`src/sv/assert_macros.svh`:
```
`ifndef ASSERT_MACROS_SVH
`define ASSERT_MACROS_SVH

// checked on every rising edge outside reset
`define SPG_CHECK(lbl, prop, msg) \
  lbl: assert property (@(posedge clk) disable iff (rst) (prop)) else $error(msg);

// checked on every rising edge, reset included
`define SPG_CHECK_RST(lbl, prop, msg) \
  lbl: assert property (@(posedge clk) (prop)) else $error(msg);

`endif

```
`src/sv/spg_pkg.sv`:
```
`timescale 1ns / 1ps
`default_nettype none

package spg_pkg;

  localparam logic [8:0]  MAX_COLOURS  = 9'd256;
  localparam logic [8:0]  COUNT_RESET  = 9'd180;
  localparam logic        REG_COUNT    = 1'b0;

  localparam logic [16:0] HUMP_A       = 17'd22643;
  localparam logic [16:0] HUMP_B       = 17'd59279;
  localparam logic [16:0] ONE_Q16      = 17'd65536;
  localparam logic [18:0] THREE_Q16    = 19'd196608;

  localparam int          X_BITS       = 17;

  // (1-a)^2 (1-b)^2 in Q32 after the shift
  localparam logic [63:0] HUMP_P1      = 64'd268381501 * 64'd268381501;
  localparam logic [31:0] HUMP_D       = HUMP_P1[63:32];

  // ceil(2^56 / HUMP_D) is 2^32 plus this low part, exact for numerators below 2^32
  localparam logic [63:0] BLUE_RECIP   = ((64'd1 << 56) + {32'd0, HUMP_D} - 64'd1)
                                         / {32'd0, HUMP_D};
  localparam logic [20:0] BLUE_RECIP_C = BLUE_RECIP[20:0];

  typedef struct packed {
    logic        valid;
    logic        zero;
    logic        lsb;
    logic [7:0]  rem;
    logic [16:0] quo;
  } spg_div_t;

  typedef struct packed {
    logic        valid;
    logic [7:0]  red;
    logic [7:0]  green;
    logic [53:0] rem;
    logic [8:0]  quo;
  } spg_blue_t;

endpackage

`default_nettype wire

```
`src/sv/spg_div_cell.sv`:
```
`timescale 1ns / 1ps
`default_nettype none

module spg_div_cell (
  input  wire logic             clk,
  input  wire logic             rst,
  input  wire logic             en,
  input  wire logic [7:0]       m,
  input  spg_pkg::spg_div_t     d_in,
  output spg_pkg::spg_div_t     d_out
);

  logic [8:0]        sh;
  logic              ge;
  logic [8:0]        diff;
  spg_pkg::spg_div_t d_next;

  assign sh   = {d_in.rem, d_in.lsb};
  assign ge   = sh >= {1'b0, m};
  assign diff = sh - {1'b0, m};

  always_comb begin
    d_next       = d_in;
    d_next.lsb   = 1'b0;
    d_next.rem   = ge ? diff[7:0] : sh[7:0];
    d_next.quo   = {d_in.quo[15:0], ge};
  end

  always_ff @(posedge clk) begin
    if (rst) begin
      d_out.valid <= 1'b0;
    end else if (en) begin
      d_out <= d_next;
    end
  end

endmodule

`default_nettype wire

```
`config.mk`:
```
export PLATFORM = sky130hd
export DESIGN_NAME = spg_div_cell
export DESIGN_NICKNAME = d
export VERILOG_FILES = /design/src/sv/assert_macros.svh /design/src/sv/spg_pkg.sv /design/src/sv/spg_div_cell.sv
export SDC_FILE = /design/constraint.sdc
export NUM_CORES = 1
export LEC_CHECK = 0
export ABC_AREA = 1
export BUFFER_PORTS_ARGS = -buffer_cell sky130_fd_sc_hd__buf_2
export CAP_MARGIN = 20
export CORE_ASPECT_RATIO = 0.5
export CORE_MARGIN = 2
export CORE_UTILIZATION = 50
export CTS_CLUSTER_DIAMETER = 80
export DETAILED_ROUTE_END_ITERATION = 8
export PLACE_DENSITY = 0.81
export SKIP_CTS_REPAIR_TIMING = 1
export SLEW_MARGIN = 20
export SYNTH_ARGS = -nofsm -noshare
export SYNTH_HDL_FRONTEND = slang
export SYNTH_SLANG_ARGS = --single-unit
export TNS_END_PERCENT = 10
```
`constraint.sdc`:
```
create_clock -name clk -period 2.9 [get_ports clk]
set_input_delay 0.29 -clock clk [delete_from_list [all_inputs] [get_ports clk]]
set_output_delay 0.29 -clock clk [all_outputs]
set_load 0.02 [all_outputs]
```
==> flow_summary_export.csv <==
group,metric,value,unit
die,io_pins,67,
sta,slew_headroom,0.607,
clock_network,cts_root_buf,"clkbuf_8",
place,place.gp.congestion,0.822,
synth,yosysWarningCount,0,
grt,grt_pass1_wl,4300,um
power,powerDensity,482,mW/mm^2
grt,grt_max_degree,17,
worst_setup_path,rr_endpoint,"d_out[27]",
routing,vias,1113,
min_path,hold_path_class,"in2reg",
power,ir_drop,0.283,mV
die,row_count,13,
sta,finClkSkew,0,ns
die,core_area,0.00270,mm^2
sta,tightestPinTransition,0.588,ns
synth,syn-cell-area,0.00148,mm^2
grt,grt_usage,0.161,
routing,detail_route.wl_per_cell,11.0,um
layout,fin_cells,246,
worst_setup_path,cp-end-kind,"flip-flop",
worst_setup_path,regToRegStartpoint,"d_out[27]",
place,hpwlAfterDp,2300,um
layout,fillers,232,
layout,fin_nets,258,
place,port_buffers,64,
clock_network,clock_path_buffers,2,
layout,drive_gt1_frac,0.440,
die,die_w,81.0,um
routing,drc_errors,0,
grt,antenna_found_initial,0,
layout,final_util,0.704,
sta,final_hold_viol_count,0,
place,place_inst,242,
routing,routed_wl,2710,um
routing,vias_per_cell,4.52,
layout,antenna_cells,0,
grt,overflow,0,
sta,max_freq,0.641,GHz
layout,top_regs,"d_out x27",
synth,synthCells,141,
worst_setup_path,cp-start-kind,"input port",
routing,drtIter0Drc,32,
synth,synth_cell_type_count,24,
min_path,min_to,"d_out[2]",
layout,largest_register,"d_out",
clock_network,cts_made_buffers,3,
min_path,worstHoldStart,"d_in[1]",
grt,grt_pass1_vias,1006,
synth,synthTopCellsByArea,"edfxtp_1 53%, nand2_1 7.8%, ha_1 6.8%, inv_1 5.8%, nand2_2 5.1%",
synth,syn_area_per_cell,10.5,um^2
routing,postRouteAntennaNets,0,
clock_network,clock-sinks,27,
clock_network,clk_latency,0.26,ns
worst_setup_path,worstPathArrival,1.59,ns
sta,period_share,0.538,
run,drv_cap,0,
run_status,outcome,"complete, no violations",
clock_network,clkSlewWorstSetupHoldPaths,0.09,ns
sta,tns,0,ns
worst_setup_path,rrSetupSlack,2.33,ns
worst_setup_path,ff2ff_path_depth,2,
routing,first_pass_iters,4,
layout,largest_reg_flops,27,
die,die_height,42.5,um
layout,area_growth,28.2,%
sta,rsz0062_at_grt,"no",
synth,yosys.area.top_type_share,0.527,
sta,setup_viol,0,
worst_setup_path,cp.required,2.93,ns
synth,ys_seq_elements,27,
sta,holdWs,0.193,ns
min_path,whs_path_depth,1,
synth,syn_nets,189,
clock_network,cts_tree,"built",
die,dieArea,0.00344,mm^2
clock_network,htreeDepth,1,
worst_setup_path,setup.worst_path.class,"in2reg",
die,initial_core_util,0.549,
power,leakage,0.000931,uW
synth,ys_seq_area_frac,0.540,
synth,yosys.area.top_type,"edfxtp_1",
sta,period_minus_slack,1.56,ns
sta,slew_violations,0,
worst_setup_path,critPathMaxFanout,9,
==> kinds of logic (layout without fill, tap and decap cells) <==
family / Yosys count / after routing / share of synthesized area
simple gates: 73 / 73 / 0.283
flops: 27 / 27 / 0.540
compound gates: 3 / 3 / 0.0101
fa+ha+maj: 9 / 9 / 0.0810
other cells: 1 / 1 / 0.00253
buf+inv: 25 / 93 / 0.0658
xor+xnor: 3 / 3 / 0.0177
==> layout make-up <==
class	count	area, um^2	share of cell area
tap	37	46.3	0.0244
clock inverter	1	7.51	0.00395
clock buffer	3	41.3	0.0217
sequential	27	801	0.421
inverter	24	90.1	0.0474
timing repair buffer	65	328	0.172
multi-input combinational	89	587	0.309
==> Yosys cell counts <==
cell type and count:
a21oi_1 3, buf_4 1, clkinv_1 1, conb_1 1, dfxtp_1 1, edfxtp_1 26
fa_1 1, ha_1 8, inv_1 23, nand2_1 31, nand2_2 12, nand2_4 1
nand2_8 2, nand3_1 14, nand3_2 1, nand3_4 1, nand4_1 1, nor2_1 5
nor2_2 1, nor2_4 2, nor3_4 1, or2_4 1, xnor2_1 2, xor2_1 1
==> through the flow <==
| step | area, um^2 | total power [uW] | setup slack (ns) |
|---|---|---|---|
| floorplan | 1480 | 647 | 1.05 |
| global route | 1900 | 968 | 1.23 |
| CTS | 1900 | 926 | 1.33 |
| finish | 1900 | 917 | 1.34 |
| detailed placement | 1850 | 721 | 1.04 |
| global placement | 1850 | 714 | 1.05 |
==> routing by layer <==
| layer | vias up | global-route usage | share of wire |
|---|---|---|---|
| li1 | 594 | - | - |
| met1 | 479 | 0.202 | 0.45 |
| met2 | 38 | 0.279 | 0.48 |
| met3 | 2 | 0.0345 | 0.068 |
| met4 | 0 | 0.0508 | 0.0052 |
| met5 | - | 0 | 0 |
==> critical path: stages <==
cell and delay [ns]:
buf_2 0.07, inv_1 0.03, ha_1 0.34, nand2_1 0.08, nand2_1 0.07, nand2_1 0.08, nand2_2 0.06, nor2_4 0.28
nand2_8 0.14, nand2_2 0.10, nand2_2 0.05
==> worst max path at each step <==
stage | cells after the start | endpoint | from
global placement | 11 | d_out[24] | m[5]
CTS | 11 | d_out[24] | m[6]
finish | 11 | d_out[24] | m[6]
detailed placement | 11 | d_out[24] | m[6]
global route | 11 | d_out[17] | m[6]
floorplan | 2 | d_out[0] | en
==> power by group <==
group | switching (uW) | leakage [uW] | total [uW] | internal, uW
combinational | 149 | 0.000658 | 239 | 90.6
sequential | 6.43 | 0.000251 | 471 | 464
clock | 110 | 0.0000217 | 207 | 97.2
==> cell usage in the layout (no fill, tap or decap), drive strengths merged, types with 2 or more instances in the layout <==
cell type and instances:
edfxtp 26, a21oi 3, xnor2 2, nand3 16, inv 23, ha 8
nand2 46, clkbuf 3, buf 65, nor2 8
Note: power is estimated with default switching activity, not from simulation.
