**config.mk**
```make
export PLATFORM = sky130hd
export DESIGN_NAME = spg_blue_cell
export DESIGN_NICKNAME = d
export VERILOG_FILES = /design/src/sv/assert_macros.svh /design/src/sv/spg_pkg.sv /design/src/sv/spg_blue_cell.sv
export SDC_FILE = /design/constraint.sdc
export NUM_CORES = 1
export LEC_CHECK = 0
export ABC_AREA = 1
export BUFFER_PORTS_ARGS = -buffer_cell sky130_fd_sc_hd__buf_2
export CAP_MARGIN = 5
export CORE_MARGIN = 4
export CORE_UTILIZATION = 50
export CTS_BUF_LIST = sky130_fd_sc_hd__clkbuf_4
export DETAILED_ROUTE_END_ITERATION = 6
export PLACE_DENSITY = 0.69
export REMOVE_ABC_BUFFERS = 1
export SLEW_MARGIN = 5
export SYNTH_ARGS = -nofsm -noshare
export SYNTH_HDL_FRONTEND = slang
export SYNTH_SLANG_ARGS = --single-unit
```
**constraint.sdc**
```tcl
create_clock -name clk -period 10.9 [get_ports clk]
set_clock_uncertainty 0.05 [all_clocks]
set_input_delay 2.18 -clock clk [delete_from_list [all_inputs] [get_ports clk]]
set_output_delay 2.18 -clock clk [all_outputs]
set_load 0.01 [all_outputs]
```
**src/sv/assert_macros.svh**
```systemverilog
`ifndef ASSERT_MACROS_SVH
`define ASSERT_MACROS_SVH

// checked on every rising edge outside reset
`define SPG_CHECK(lbl, prop, msg) \
  lbl: assert property (@(posedge clk) disable iff (rst) (prop)) else $error(msg);

// checked on every rising edge, reset included
`define SPG_CHECK_RST(lbl, prop, msg) \
  lbl: assert property (@(posedge clk) (prop)) else $error(msg);

`endif

```
**src/sv/spg_pkg.sv**
```systemverilog
`timescale 1ns / 1ps
`default_nettype none

package spg_pkg;

  localparam logic [8:0]  MAX_COLOURS  = 9'd256;
  localparam logic [8:0]  COUNT_RESET  = 9'd180;
  localparam logic        REG_COUNT    = 1'b0;

  localparam logic [16:0] HUMP_A       = 17'd22643;
  localparam logic [16:0] HUMP_B       = 17'd59279;
  localparam logic [16:0] ONE_Q16      = 17'd65536;
  localparam logic [18:0] THREE_Q16    = 19'd196608;

  localparam int          X_BITS       = 17;

  // (1-a)^2 (1-b)^2 in Q32 after the shift
  localparam logic [63:0] HUMP_P1      = 64'd268381501 * 64'd268381501;
  localparam logic [31:0] HUMP_D       = HUMP_P1[63:32];

  // ceil(2^56 / HUMP_D) is 2^32 plus this low part, exact for numerators below 2^32
  localparam logic [63:0] BLUE_RECIP   = ((64'd1 << 56) + {32'd0, HUMP_D} - 64'd1)
                                         / {32'd0, HUMP_D};
  localparam logic [20:0] BLUE_RECIP_C = BLUE_RECIP[20:0];

  typedef struct packed {
    logic        valid;
    logic        zero;
    logic        lsb;
    logic [7:0]  rem;
    logic [16:0] quo;
  } spg_div_t;

  typedef struct packed {
    logic        valid;
    logic [7:0]  red;
    logic [7:0]  green;
    logic [53:0] rem;
    logic [8:0]  quo;
  } spg_blue_t;

endpackage

`default_nettype wire

```
**src/sv/spg_blue_cell.sv**
```systemverilog
`timescale 1ns / 1ps
`default_nettype none

module spg_blue_cell (
  input  wire logic             clk,
  input  wire logic             rst,
  input  wire logic             en,
  input  spg_pkg::spg_blue_t    b_in,
  output spg_pkg::spg_blue_t    b_out
);

  logic        v_1;
  logic [7:0]  red_1;
  logic [7:0]  green_1;
  logic        ovf_1;
  logic [31:0] m_1;
  logic [52:0] mc_1;
  logic [64:0] sum_c;

  // m / D as m * (2^32 + c) >> 56, exact for m below 2^32
  assign sum_c = {1'b0, m_1, 32'd0} + {12'd0, mc_1};

  always_ff @(posedge clk) begin
    if (rst) begin
      v_1 <= 1'b0;
      b_out.valid <= 1'b0;
    end else if (en) begin
      v_1     <= b_in.valid;
      red_1   <= b_in.red;
      green_1 <= b_in.green;
      // numerator over 2^16; anything from 2^32 up is far past full scale
      ovf_1   <= b_in.rem[53:48] != 6'd0;
      m_1     <= b_in.rem[47:16];
      mc_1    <= b_in.rem[47:16] * spg_pkg::BLUE_RECIP_C;
      b_out.valid <= v_1;
      b_out.red   <= red_1;
      b_out.green <= green_1;
      b_out.rem   <= 54'd0;
      b_out.quo   <= ovf_1 ? 9'h100 : sum_c[64:56];
    end
  end

endmodule

`default_nettype wire

```
==> impl_metrics.env <==
export IMPL_area_growth_pct=5.432
export IMPL_vias=13580
export IMPL_top_layer_used="met4"
export IMPL_chipWidth_um=201.9
export IMPL_synth_edf_count=95
export IMPL_yosys_warnings=0
export IMPL_cts_root_buffer="clkbuf_4"
export IMPL_tightest_slew_ns=1.122
export IMPL_layout_min_cycle_time_ns=7.604
export IMPL_postCtsSetupBuffers=0
export IMPL_synthTopCellsByArea="fa_1 (33%), ha_1 (19%), edfxtp_1 (15%), inv_1 (13%), nand2_1 (7.2%)"
export IMPL_timing_fmax_ghz=0.1315
export IMPL_synth_largest_area_cell="fa_1"
export IMPL_worst_hold_path_type="reg2reg"
export IMPL_wl_met2_um=22750
export IMPL_cts_hold_buf=0
export IMPL_fin_setup_tns_ns=0
export IMPL_cts_repair_resized=0
export IMPL_synth_compound_area_share_pct=3.968
export IMPL_ys_ff_latch=97
export IMPL_cts_tree="built"
export IMPL_die_area_um2=40760
export IMPL_crit_fanout=10
export IMPL_arrival_ns=7.76
export IMPL_worstSetupStartpointType="input port"
export IMPL_cp_end_kind="register"
export IMPL_globalplace_congestion=0.9533
export IMPL_muxShareOfSynthArea_pct=0
export IMPL_outcome="finished, final reports clean"
export IMPL_track_usage_pct=23.17
export IMPL_maxCapViolations=0
export IMPL_wl_met3_um=2206
export IMPL_synthSimpleGateAreaFrac_pct=13.61
export IMPL_dp_hpwl_um=40770
export IMPL_grt_max_degree=96
export IMPL_clk_pin_slew_ns=0.18
export IMPL_yosysTopAreaCellShare_pct=32.91
export IMPL_initial_core_util_pct=50.97
export IMPL_finalSetupViolations=0
export IMPL_syn_inst=2151
export IMPL_synthXorXnorAreaFrac_pct=0.2796
export IMPL_clk_latency_ns=0.45
export IMPL_post_route_util_pct=53.74
export IMPL_wl_met1_um=19690
export IMPL_synth_seq_area_share_pct=15.39
export IMPL_grt_remaining_overflow=0
export IMPL_wl_per_cell_um=16.63
export IMPL_syn_avg_cell_area_um2=8.738
export IMPL_first_pass_iters=5
export IMPL_synth_adder_area_share_pct=51.55
export IMPL_cts_buffer_depth=2
export IMPL_drv_slew=0
export IMPL_max_slew_margin_rel_pct=25.17
export IMPL_clock_sinks=97
export IMPL_antenna_found_initial=2
export IMPL_cts_max_level=3
export IMPL_layout_common_cells="inv_1 (651), nand2_1 (360), fa_1 (309), ha_1 (280), nor2_1 (127)"
export IMPL_drive_gt1_share_pct=5.378
export IMPL_nets=2917
export IMPL_syn_area_um2=18800
export IMPL_final_area_um2=19820
export IMPL_fp_dieH_um=201.9
export IMPL_final_antenna_net_count=0
export IMPL_yosysUniqueCellTypes=32
export IMPL_final_common_cell="inv_1"
export IMPL_grt_setup_unrepaired="no"
export IMPL_numCtsBuffers=9
export IMPL_place_area_um2=19650
export IMPL_instances_no_fill=2755
export IMPL_hold_viol=0
export IMPL_ios=163
export IMPL_grt_pass1_vias=14580
export IMPL_post_route_period_util_pct=69.76
export IMPL_drtIter0Drc=767
export IMPL_synth_top_flop_cell="edfxtp_1"
export IMPL_vias_per_cell=4.931
export IMPL_synth_top_family_by_area="adder cells"
export IMPL_crit_type="in2reg"
export IMPL_rows=70
export IMPL_fillerInstances=3416
export IMPL_placedCellCount=2738
export IMPL_route_detailed_drc=0
export IMPL_io_buffers=83
export IMPL_core_um2=36870
export IMPL_drt_total_wl_um=45800
export IMPL_required_ns=11.06
export IMPL_async_reset_ff_share_pct=0
export IMPL_grt_pass1_wl_um=74990
## path summary, 6_finish.rpt
kind                                  to  slack [ns]                 start  depth (start not counted)
setup / recovery      mc_1[44]$_DFFE_PP_        3.30              b_in[42]                         21
hold / removal       b_out[66]$_DFFE_PP_        0.39  green_1[3]$_DFFE_PP_                          0
setup reg to reg  b_out[4]$_SDFFCE_PP0P_        8.85    mc_1[52]$_DFFE_PP_                          9
hold reg to reg      b_out[66]$_DFFE_PP_        0.39  green_1[3]$_DFFE_PP_                          0
## critical path, stage by stage
cell     delay, ns
buf_2         0.40
ha_1          0.36
fa_1          0.51
inv_1         0.06
fa_1          0.50
inv_1         0.06
fa_1          0.46
fa_1          0.51
fa_1          0.51
inv_1         0.05
fa_1          0.48
inv_1         0.06
ha_1          0.31
a21oi_1       0.30
o21ai_0       0.22
a21oi_1       0.26
nand2_1       0.13
a21oi_1       0.19
nand2_1       0.07
nand2_1       0.06
nand2_1       0.05
## registers in the layout, summed over array words and instances, names as in the netlist
| name | count |
|---|---|
| m_1 | 32 |
| b_out | 26 |
| mc_1 | 21 |
| green_1 | 8 |
| red_1 | 8 |
| ovf_1 | 1 |
| v_1 | 1 |
## area by class of cell
class                      instances  area, um^2  area share, %
antenna                            1       2.502        0.01263
clock buffer                       9       67.56         0.3410
clock inverter                     7       96.34         0.4862
inverter                         652        2447          12.35
multi-input combinational       1401       13260          66.90
sequential                        97        2893          14.60
tap                              504       630.6          3.182
timing repair buffer              84       422.9          2.134
## per-layer routing
metal  global-route usage [%]  up-vias
li1                         -     6582
met1                    31.01     6594
met2                    40.37      330
met3                    2.760       78
met4                    5.859        0
met5                        0        -
## Yosys cell counts (5+ instances only)
cell type	count
buf_4	54
nor2_2	9
fa_1	309
ha_1	280
nor3_1	15
o21bai_1	17
o21ai_0	28
nand3_1	60
nand2_1	360
nand4_1	23
a21oi_1	80
edfxtp_1	95
inv_1	651
nor4_1	5
nor2_1	128
nand2_2	5
## metrics by stage
step                setup slack [ns]  hold slack (ns)
floorplan                      3.899           0.3503
finish                         3.296           0.3873
global placement               2.943           0.3503
global route                   3.029           0.3880
detailed placement             2.890           0.3545
CTS                            3.365           0.3934
## cells by family after synthesis
| kind of cell | Yosys count |
|---|---|
| buffers and inverters | 706 |
| adders and majority gates | 589 |
| and+or+nand+nor | 616 |
| xor gates and xnor gates | 6 |
| other | 1 |
| DFF | 97 |
| AOI/OAI and AO/OA | 136 |
Power is not shown: default switching activity piles up to over one toggle a cycle in this logic, so the estimate is an artifact.
